### src/hw/rtl/lpd_pkg.sv
`default_nettype none
package lpd_pkg;

  // Every length and count field is four little-endian bytes.
  localparam int LEN_FIELD_BYTES = 4;

  localparam int BODY_W  = 26;
  localparam int ARGS_W  = 20;
  localparam int ROLE_W  = 3;
  localparam int ERR_W   = 3;
  localparam int FIELD_W = 8 * LEN_FIELD_BYTES;

  localparam logic [BODY_W-1:0] MAX_BODY_RESET = BODY_W'(4096);
  localparam logic [ARGS_W-1:0] MAX_ARGS_RESET = ARGS_W'(200000);

  // Byte roles.
  localparam logic [ROLE_W-1:0] ROLE_BODY_LEN  = 3'd0;
  localparam logic [ROLE_W-1:0] ROLE_ARG_COUNT = 3'd1;
  localparam logic [ROLE_W-1:0] ROLE_STR_LEN   = 3'd2;
  localparam logic [ROLE_W-1:0] ROLE_STR_BYTE  = 3'd3;
  localparam logic [ROLE_W-1:0] ROLE_DISCARD   = 3'd4;

  // Error codes.
  localparam logic [ERR_W-1:0] ERR_NONE       = 3'd0;
  localparam logic [ERR_W-1:0] ERR_BODY_BIG   = 3'd1;
  localparam logic [ERR_W-1:0] ERR_MANY_ARGS  = 3'd2;
  localparam logic [ERR_W-1:0] ERR_PAST_END   = 3'd3;
  localparam logic [ERR_W-1:0] ERR_TRAILING   = 3'd4;

  // Register indexes on the configuration port.
  localparam logic REG_MAX_BODY = 1'b0;
  localparam logic REG_MAX_ARGS = 1'b1;

  typedef struct packed {
    logic [BODY_W-1:0] max_body_bytes;
    logic [ARGS_W-1:0] max_arg_count;
  } lpd_cfg_t;

  typedef struct packed {
    logic [ERR_W-1:0]  error_code;
    logic              message_done;
    logic              string_last;
    logic [ARGS_W-1:0] arg_index;
    logic [ROLE_W-1:0] byte_role;
    logic [7:0]        byte_out;
  } lpd_result_t;

endpackage
`default_nettype wire

### src/hw/rtl/lpd_cfg_regs.sv
`default_nettype none
module lpd_cfg_regs (
  input  wire logic              clk,
  input  wire logic              rst_n,
  input  wire logic              cfg_psel,
  input  wire logic              cfg_penable,
  input  wire logic              cfg_pwrite,
  input  wire logic [2:0]        cfg_paddr,
  input  wire logic [31:0]       cfg_pwdata,
  output logic [31:0]            cfg_prdata,
  output logic                   cfg_pready,
  output lpd_pkg::lpd_cfg_t      cfg
);

  logic [lpd_pkg::BODY_W-1:0] max_body_r;
  logic [lpd_pkg::ARGS_W-1:0] max_args_r;
  logic                       wr_en;

  assign cfg_pready = 1'b1;
  assign wr_en      = cfg_psel & cfg_penable & cfg_pwrite & cfg_pready;

  always_ff @(posedge clk) begin
    if (!rst_n) begin
      max_body_r <= lpd_pkg::MAX_BODY_RESET;
      max_args_r <= lpd_pkg::MAX_ARGS_RESET;
    end else if (wr_en) begin
      case (cfg_paddr[2])
        lpd_pkg::REG_MAX_BODY: max_body_r <= cfg_pwdata[lpd_pkg::BODY_W-1:0];
        lpd_pkg::REG_MAX_ARGS: max_args_r <= cfg_pwdata[lpd_pkg::ARGS_W-1:0];
        default: ;
      endcase
    end
  end

  always_comb begin
    case (cfg_paddr[2])
      lpd_pkg::REG_MAX_BODY: cfg_prdata = 32'(max_body_r);
      lpd_pkg::REG_MAX_ARGS: cfg_prdata = 32'(max_args_r);
      default:               cfg_prdata = '0;
    endcase
  end

  assign cfg.max_body_bytes = max_body_r;
  assign cfg.max_arg_count  = max_args_r;

endmodule
`default_nettype wire

### src/hw/rtl/lpd_parser.sv
`default_nettype none
module lpd_parser (
  input  wire logic                clk,
  input  wire logic                rst_n,
  input  wire logic                beat_fire,
  input  wire logic [7:0]          data_byte,
  input  wire lpd_pkg::lpd_cfg_t   cfg,
  output lpd_pkg::lpd_result_t     res
);

  typedef enum logic [1:0] {
    PH_BODY_LEN,
    PH_ARG_COUNT,
    PH_STR_LEN,
    PH_STR_BYTES
  } phase_t;

  localparam int BW = lpd_pkg::BODY_W;
  localparam int AW = lpd_pkg::ARGS_W;
  localparam int SW = lpd_pkg::FIELD_W - 8;

  phase_t                    phase_r, phase_nxt;
  logic                      closed_r, closed_nxt;
  logic [lpd_pkg::ERR_W-1:0] err_r, err_nxt;
  logic [1:0]                cnt_r, cnt_nxt;
  logic [SW-1:0]             shift_r, shift_nxt;
  logic [BW-1:0]             body_r, body_nxt;
  logic [AW-1:0]             args_r, args_nxt;
  logic [AW-1:0]             cur_r, cur_nxt;
  logic [BW-1:0]             str_r, str_nxt;

  logic [lpd_pkg::FIELD_W-1:0] field_full;
  logic                        field_done;
  logic [BW-1:0]               body_dec;
  logic [BW-1:0]               str_dec;
  logic                        item_end;
  logic [AW-1:0]               args_after;
  logic [lpd_pkg::ERR_W-1:0]   fail_code;
  logic                        fail;

  assign field_full = {data_byte, shift_r};
  assign field_done = (cnt_r == 2'(lpd_pkg::LEN_FIELD_BYTES - 1));
  assign body_dec   = (body_r != '0) ? body_r - BW'(1) : body_r;
  assign str_dec    = (str_r != '0) ? str_r - BW'(1) : str_r;

  always_comb begin
    phase_nxt  = phase_r;
    closed_nxt = closed_r;
    err_nxt    = err_r;
    cnt_nxt    = cnt_r;
    shift_nxt  = shift_r;
    body_nxt   = body_r;
    args_nxt   = args_r;
    cur_nxt    = cur_r;
    str_nxt    = str_r;
    item_end   = 1'b0;
    args_after = args_r;
    fail       = 1'b0;
    fail_code  = lpd_pkg::ERR_NONE;

    res.byte_out     = data_byte;
    res.byte_role    = lpd_pkg::ROLE_DISCARD;
    res.arg_index    = '0;
    res.string_last  = 1'b0;
    res.message_done = 1'b0;
    res.error_code   = lpd_pkg::ERR_NONE;

    if (closed_r) begin
      res.error_code = err_r;
    end else begin
      // Field accumulation shared by the three length/count fields.
      if (phase_r != PH_STR_BYTES) begin
        if (field_done) begin
          cnt_nxt   = '0;
          shift_nxt = '0;
        end else begin
          cnt_nxt = cnt_r + 2'd1;
          case (cnt_r)
            2'd0:    shift_nxt[7:0]   = data_byte;
            2'd1:    shift_nxt[15:8]  = data_byte;
            default: shift_nxt[23:16] = data_byte;
          endcase
        end
      end
      if (phase_r != PH_BODY_LEN) begin
        body_nxt = body_dec;
      end

      case (phase_r)
        PH_BODY_LEN: begin
          res.byte_role = lpd_pkg::ROLE_BODY_LEN;
          if (field_done) begin
            if (field_full > 32'(cfg.max_body_bytes)) begin
              fail      = 1'b1;
              fail_code = lpd_pkg::ERR_BODY_BIG;
            end else if (field_full < 32'(lpd_pkg::LEN_FIELD_BYTES)) begin
              fail      = 1'b1;
              fail_code = lpd_pkg::ERR_PAST_END;
            end else begin
              body_nxt  = field_full[BW-1:0];
              phase_nxt = PH_ARG_COUNT;
            end
          end
        end
        PH_ARG_COUNT: begin
          res.byte_role = lpd_pkg::ROLE_ARG_COUNT;
          if (field_done) begin
            if (field_full > 32'(cfg.max_arg_count)) begin
              fail      = 1'b1;
              fail_code = lpd_pkg::ERR_MANY_ARGS;
            end else begin
              args_nxt   = field_full[AW-1:0];
              cur_nxt    = '0;
              item_end   = 1'b1;
              args_after = field_full[AW-1:0];
            end
          end
        end
        PH_STR_LEN: begin
          res.byte_role = lpd_pkg::ROLE_STR_LEN;
          res.arg_index = cur_r;
          if (field_done) begin
            if (field_full > 32'(body_dec)) begin
              fail      = 1'b1;
              fail_code = lpd_pkg::ERR_PAST_END;
            end else if (field_full == '0) begin
              // An empty string closes its argument right away.
              str_nxt    = '0;
              args_nxt   = args_r - AW'(1);
              cur_nxt    = cur_r + AW'(1);
              item_end   = 1'b1;
              args_after = args_r - AW'(1);
            end else begin
              str_nxt   = field_full[BW-1:0];
              phase_nxt = PH_STR_BYTES;
            end
          end
        end
        default: begin
          res.byte_role = lpd_pkg::ROLE_STR_BYTE;
          res.arg_index = cur_r;
          str_nxt       = str_dec;
          if (str_dec == '0) begin
            res.string_last = 1'b1;
            args_nxt        = args_r - AW'(1);
            cur_nxt         = cur_r + AW'(1);
            item_end        = 1'b1;
            args_after      = args_r - AW'(1);
          end
        end
      endcase

      // After an argument count or a whole string: finish the message, start
      // the next string length, or flag a malformed body.
      if (item_end) begin
        if (args_after == '0) begin
          if (body_dec == '0) begin
            res.message_done = 1'b1;
            phase_nxt        = PH_BODY_LEN;
          end else begin
            fail      = 1'b1;
            fail_code = lpd_pkg::ERR_TRAILING;
          end
        end else if (body_dec < BW'(lpd_pkg::LEN_FIELD_BYTES)) begin
          fail      = 1'b1;
          fail_code = lpd_pkg::ERR_PAST_END;
        end else begin
          phase_nxt = PH_STR_LEN;
        end
      end

      if (fail) begin
        closed_nxt     = 1'b1;
        err_nxt        = fail_code;
        res.error_code = fail_code;
      end
    end
  end

  always_ff @(posedge clk) begin
    if (!rst_n) begin
      phase_r  <= PH_BODY_LEN;
      closed_r <= 1'b0;
      err_r    <= lpd_pkg::ERR_NONE;
      cnt_r    <= '0;
      shift_r  <= '0;
      body_r   <= '0;
      args_r   <= '0;
      cur_r    <= '0;
      str_r    <= '0;
    end else if (beat_fire) begin
      phase_r  <= phase_nxt;
      closed_r <= closed_nxt;
      err_r    <= err_nxt;
      cnt_r    <= cnt_nxt;
      shift_r  <= shift_nxt;
      body_r   <= body_nxt;
      args_r   <= args_nxt;
      cur_r    <= cur_nxt;
      str_r    <= str_nxt;
    end
  end

endmodule
`default_nettype wire

### src/hw/rtl/lpd_out_buf.sv
`default_nettype none
module lpd_out_buf (
  input  wire logic                  clk,
  input  wire logic                  rst_n,
  input  wire logic                  up_valid,
  output logic                       up_ready,
  input  wire lpd_pkg::lpd_result_t  up_data,
  output logic                       dn_valid,
  input  wire logic                  dn_ready,
  output lpd_pkg::lpd_result_t       dn_data
);

  logic                 main_valid_r;
  logic                 skid_valid_r;
  lpd_pkg::lpd_result_t main_r;
  lpd_pkg::lpd_result_t skid_r;
  logic                 up_fire;
  logic                 main_free;

  assign up_ready  = ~skid_valid_r;
  assign up_fire   = up_valid & up_ready;
  assign main_free = ~main_valid_r | dn_ready;

  always_ff @(posedge clk) begin
    if (!rst_n) begin
      main_valid_r <= 1'b0;
      skid_valid_r <= 1'b0;
    end else if (main_free) begin
      if (skid_valid_r) begin
        main_valid_r <= 1'b1;
        skid_valid_r <= 1'b0;
      end else begin
        main_valid_r <= up_fire;
      end
    end else if (up_fire) begin
      skid_valid_r <= 1'b1;
    end
  end

  always_ff @(posedge clk) begin
    if (main_free) begin
      main_r <= skid_valid_r ? skid_r : up_data;
    end
    if (!main_free && up_fire) begin
      skid_r <= up_data;
    end
  end

  assign dn_valid = main_valid_r;
  assign dn_data  = main_r;

endmodule
`default_nettype wire

### src/hw/rtl/length_prefixed_request_deframer.sv
`default_nettype none
// Each result beat is registered in the output buffer when its input beat is taken.
// One byte per cycle while in_tready is high; parser state updates on the accepting edge.
// A two-entry output buffer keeps the input open for one more beat while a result waits.
// Reset (rst_n, synchronous, active low) clears the parser to expect a body length,
// clears the sticky error and empties the output buffer; limits return to 4096 and 200000.
module length_prefixed_request_deframer (
  input  wire logic        clk,
  input  wire logic        rst_n,

  // Request byte stream.
  input  wire logic        in_tvalid,
  output logic             in_tready,
  input  wire logic [7:0]  in_tdata,   // [7:0] data_byte

  // Tagged byte stream.
  output logic             out_tvalid,
  input  wire logic        out_tready,
  output logic [31:0]      out_tdata,  // [7:0] byte_out, [27:8] arg_index,
                                       // [28] string_last, [31:29] error_code
  output logic [2:0]       out_tuser,  // [2:0] byte_role
  output logic             out_tlast,  // message_done

  // Configuration registers: 0x0 max_body_bytes, 0x4 max_arg_count.
  input  wire logic        cfg_psel,
  input  wire logic        cfg_penable,
  input  wire logic        cfg_pwrite,
  input  wire logic [2:0]  cfg_paddr,
  input  wire logic [31:0] cfg_pwdata,
  output logic [31:0]      cfg_prdata,
  output logic             cfg_pready
);

  lpd_pkg::lpd_cfg_t    cfg;
  lpd_pkg::lpd_result_t parse_res;
  lpd_pkg::lpd_result_t out_res;
  logic                 in_fire;

  // The register block holds the two limits that the parser checks against.
  lpd_cfg_regs u_cfg (
    .clk         (clk),
    .rst_n       (rst_n),
    .cfg_psel    (cfg_psel),
    .cfg_penable (cfg_penable),
    .cfg_pwrite  (cfg_pwrite),
    .cfg_paddr   (cfg_paddr),
    .cfg_pwdata  (cfg_pwdata),
    .cfg_prdata  (cfg_prdata),
    .cfg_pready  (cfg_pready),
    .cfg         (cfg)
  );

  assign in_fire = in_tvalid & in_tready;

  // The parser tags each accepted byte combinationally from its current state and
  // advances that state on the same edge that accepts the beat.
  lpd_parser u_parser (
    .clk       (clk),
    .rst_n     (rst_n),
    .beat_fire (in_fire),
    .data_byte (in_tdata),
    .cfg       (cfg),
    .res       (parse_res)
  );

  // The output buffer registers each tagged beat and absorbs one extra beat when
  // the downstream side stalls, so in_tready comes from a register and not from
  // out_tready; a longer stall holds the input once both entries are full.
  lpd_out_buf u_out (
    .clk      (clk),
    .rst_n    (rst_n),
    .up_valid (in_tvalid),
    .up_ready (in_tready),
    .up_data  (parse_res),
    .dn_valid (out_tvalid),
    .dn_ready (out_tready),
    .dn_data  (out_res)
  );

  assign out_tdata = {out_res.error_code, out_res.string_last,
                      out_res.arg_index, out_res.byte_out};
  assign out_tuser = out_res.byte_role;
  assign out_tlast = out_res.message_done;

endmodule
`default_nettype wire
### config.mk
export PLATFORM = sky130hd
export DESIGN_NAME = length_prefixed_request_deframer
export DESIGN_NICKNAME = d
export VERILOG_FILES = /design/src/hw/rtl/lpd_pkg.sv /design/src/hw/rtl/lpd_cfg_regs.sv /design/src/hw/rtl/lpd_parser.sv /design/src/hw/rtl/lpd_out_buf.sv /design/src/hw/rtl/length_prefixed_request_deframer.sv
export SDC_FILE = /design/constraint.sdc
export NUM_CORES = 1
export LEC_CHECK = 0
export BUFFER_PORTS_ARGS = -buffer_cell sky130_fd_sc_hd__buf_2
export CORE_MARGIN = 2
export CORE_UTILIZATION = 35
export CTS_BUF_LIST = sky130_fd_sc_hd__clkbuf_4 sky130_fd_sc_hd__clkbuf_8
export CTS_CLUSTER_SIZE = 20
export DETAILED_ROUTE_END_ITERATION = 8
export GPL_TIMING_DRIVEN = 0
export HOLD_SLACK_MARGIN = 0.06
export SLEW_MARGIN = 5
export SYNTH_ARGS = -nofsm -noshare
export SYNTH_HDL_FRONTEND = slang
export SYNTH_HIERARCHICAL = 1
export SYNTH_SLANG_ARGS = --single-unit
### constraint.sdc
create_clock -name clk -period 9.2 [get_ports clk]
set_input_delay 1.38 -clock clk [delete_from_list [all_inputs] [get_ports clk]]
set_output_delay 1.38 -clock clk [all_outputs]
set_load 0.1 [all_outputs]
==> flow_summary.yaml <==
run_status:
  status: "complete, no violations"
global_route:
  grt_first_pass_wirelength_microns: 91500
  grt_pass1_vias: 15113
  grt_max_degree: 23
  antenna_found_initial: 2
  grt_overflow: 0
  grt.total_usage: 0.252
worst_setup_path:
  endpoint_kind: "flip-flop"
  max_stage_delay_ps: 740
  rr_startpoint: "u_parser/body_r[4]"
  critPathTopFamily: "simple AND/OR/NAND/NOR gates"
  arrival_ps: 9460
  crit_path_start: "u_parser/body_r[4]"
  path_cells: "or4_4, or3_1, a31oi_1, nand2_1, or3_1, xnor2_1, inv_1, ha_1, nand4_1, nor4_1, nand2_1, or4_1, and2_1, o22ai_1, clkbuf_1, a21oi_1, a211oi_1, or4_1, nor4b_2, nand3_1, o21ai_1, o211a_1, a211oi_1, mux2_2"
  worstSetupPathType: "reg2reg"
  critPathMaxFanout: 10
  crit_buf_inv: 2
  slowest_stage: "a211oi_1"
  required_ps: 9690
  startpoint_type: "flip-flop"
routing:
  post_drt_wl_per_cell_microns: 22.6
  first_pass_iters: 6
  vias_per_cell: 5.80
  drc_errors: 0
  drt.antenna.violating_nets: 0
  drtIter0Drc: 1503
  via_count: 15938
  finalWirelength_microns: 62000
placed_design:
  port_buffers: 105
  gp_congestion: 0.965
  place_area_sq_um: 17600
  dp_hpwl_microns: 46100
logic_synthesis:
  synth_edf_count: 72
  synth_seq_cells: 244
  netlist.top_cell.by_area: "dfxtp_1"
  yosys.cell_types.count: 97
  yosysWarnings: 6
  synth_cells: 1946
  seq_area_frac_synth: 0.345
  synth_area_sq_um: 16200
  ys_async_sr_fraction: 0
  yosys.area.top_type_share: 0.212
  synthTopCellsByArea: "dfxtp_1, edfxtp_1, ha_1"
  syn-mean-instance-area_sq_um: 8.34
  synth_flop_cell: "dfxtp_1"
pwr:
  power.density_nw_per_um2: 151
  power.leakage_nw: 7.61
  peakVddDrop_v: 0.000132
sta:
  finalHoldWorstSlack_ps: 465
  hold_violations: 0
  layout_min_cycle_time_ps: 8980
  drv_slew: 0
  max_freq_mhz: 111
  setup_tns_ps: 0
  rsz0062_at_grt: "false"
  slew_headroom: 0.229
  worstMarginPinSlew_ps: 1150
  finalClockSkew_ps: 32.4
  finalSetupViolations: 0
  finalCritPeriodShare: 0.976
layout:
  fillCellCount: 4640
  multiInputGateArea_sq_um: 9740
  drive_above_1_share: 0.159
  register_area_sq_um: 5610
  diodes: 0
  final_common_cell: "nand2_1"
  final_cell_mix: "nand2_1, nor2_1, dfxtp_1"
  final_nets: 2241
  area_delta_synth_final_pct: 15.1
  final_area_sq_um: 18700
clock_tree:
  tritoncts: "done"
  ctsHoldBuffers: 0
  cts.htree.levels: 2
  cts-buffers-inserted: 46
  root_buffer: "clkbuf_8"
  cts.reportedPaths.clkPinSlew_ps: 60
  clock_latency_ps: 640
  ctsLongestPathBuffers: 3
  cts.sink_count: 244
floorplan:
  die_x_microns: 219
  start_util: 0.356
  die_h_microns: 219
  pin_count: 121
  rows: 78
  dieArea_sq_um: 48100
  core_sq_um: 45600
min_path:
  hold_path.class: "reg2reg"
  min_from: "u_parser/err_r[0]"
run:
  cap_violations: 0
==> where the power goes <==
part | internal [mW] | total (mW) | switching [mW] | leakage, nW
registers | 1.13 | 1.18 | 0.0428 | 2.10
clock network | 0.727 | 1.23 | 0.506 | 0.561
logic | 0.113 | 0.402 | 0.289 | 4.95
total | 1.97 | 2.81 | 0.839 | 7.61
==> metrics by stage <==
stage | cells | total power, mW | utilization | setup slack (ps)
floorplan | 1951 | 1.47 | - | 2650
global placement | 2656 | 1.59 | 0.385 | 427
detailed placement | 2660 | 1.59 | 0.386 | 458
CTS | 2746 | 2.84 | 0.410 | 390
global route | 2746 | 2.91 | 0.410 | 18.5
finish | 2746 | 2.81 | 0.410 | 223
==> path summary, 6_finish.rpt <==
check / end / slack [ps] / cells after the start
worst max-delay path: u_out/dn_data[34] / 220 / 24
worst min-delay path: u_parser/err_r[0] / 470 / 2
worst max register to register: u_out/dn_data[34] / 220 / 24
worst min register to register: u_parser/err_r[0] / 470 / 2
==> Yosys cell counts, types with 7 or more instances <==
master    count
a211o_1       8
a211oi_1     21
a21o_1       14
a21oi_1     115
a22oi_1       8
a31oi_1      16
and2_1       39
and3_1       15
and4_1        7
buf_2        14
buf_4        19
clkbuf_1     88
dfxtp_1     172
edfxtp_1     72
ha_1         83
inv_1        76
mux2_2       51
mux2_4        7
mux2i_1      74
nand2_1     215
nand2b_1     10
nand3_1      37
nand4_1      32
nor2_1      214
nor2b_1      40
nor3_1       57
nor4_1       39
nor4b_1       8
o21a_1       12
o21ai_0      88
o22ai_1      25
o31ai_1       9
or2_2         8
or3_1        41
or4_1        20
xnor2_1      21
xor2_1       25
==> tightest hold or removal path, cell delays in order, from the launching register on <==
cell,delay [ps]
dfxtp_1,310
nand4_1,60
o21ai_1,50
==> timing repair <==
action,in CTS,in global routing
resized for setup,0,2
hold endpoints to repair,0,0
buffers inserted,0,0
endpoints found under the setup margin,0,1
==> per-layer routing <==
metal | GRT usage | routed length [microns] | vias to the layer above
li1 | - | - | 7388
met1 | 0.331 | 26800 | 7715
met2 | 0.396 | 27400 | 699
met3 | 0.0589 | 5540 | 136
met4 | 0.107 | 2280 | 0
met5 | 0 | 0 | -
==> layout make-up <==
class,count,share of cell area
clock buffer,70,0.0472
clock inverter,16,0.00998
inverter,78,0.0157
timing repair buffer,109,0.0312
tap,600,0.0402
sequential,244,0.300
buffer,134,0.0344
multi-input combinational,1495,0.521
==> sequential cells by signal (all words and copies together), names as in the netlist, 3 cells and up <==
register          flops
u_out/dn_data        36
u_out/skid_r         36
u_cfg/max_body_r     26
u_parser/body_r      26
u_parser/str_r       26
u_parser/shift_r     24
u_cfg/max_args_r     20
u_parser/args_r      20
u_parser/cur_r       20
u_parser/err_r        3
==> cells by family after synthesis <==
family                     after synthesis  synth area share
AOI/OAI and AO/OA                      401             0.160
xor gates and xnor gates                46            0.0248
adders and majority gates               83            0.0640
buffers and inverters                  212            0.0576
DFF                                    244             0.345
muxes                                  132            0.0875
other                                    2          0.000463
and+or+nand+nor                        826             0.260
Note: power is estimated with default switching activity, not from simulation.
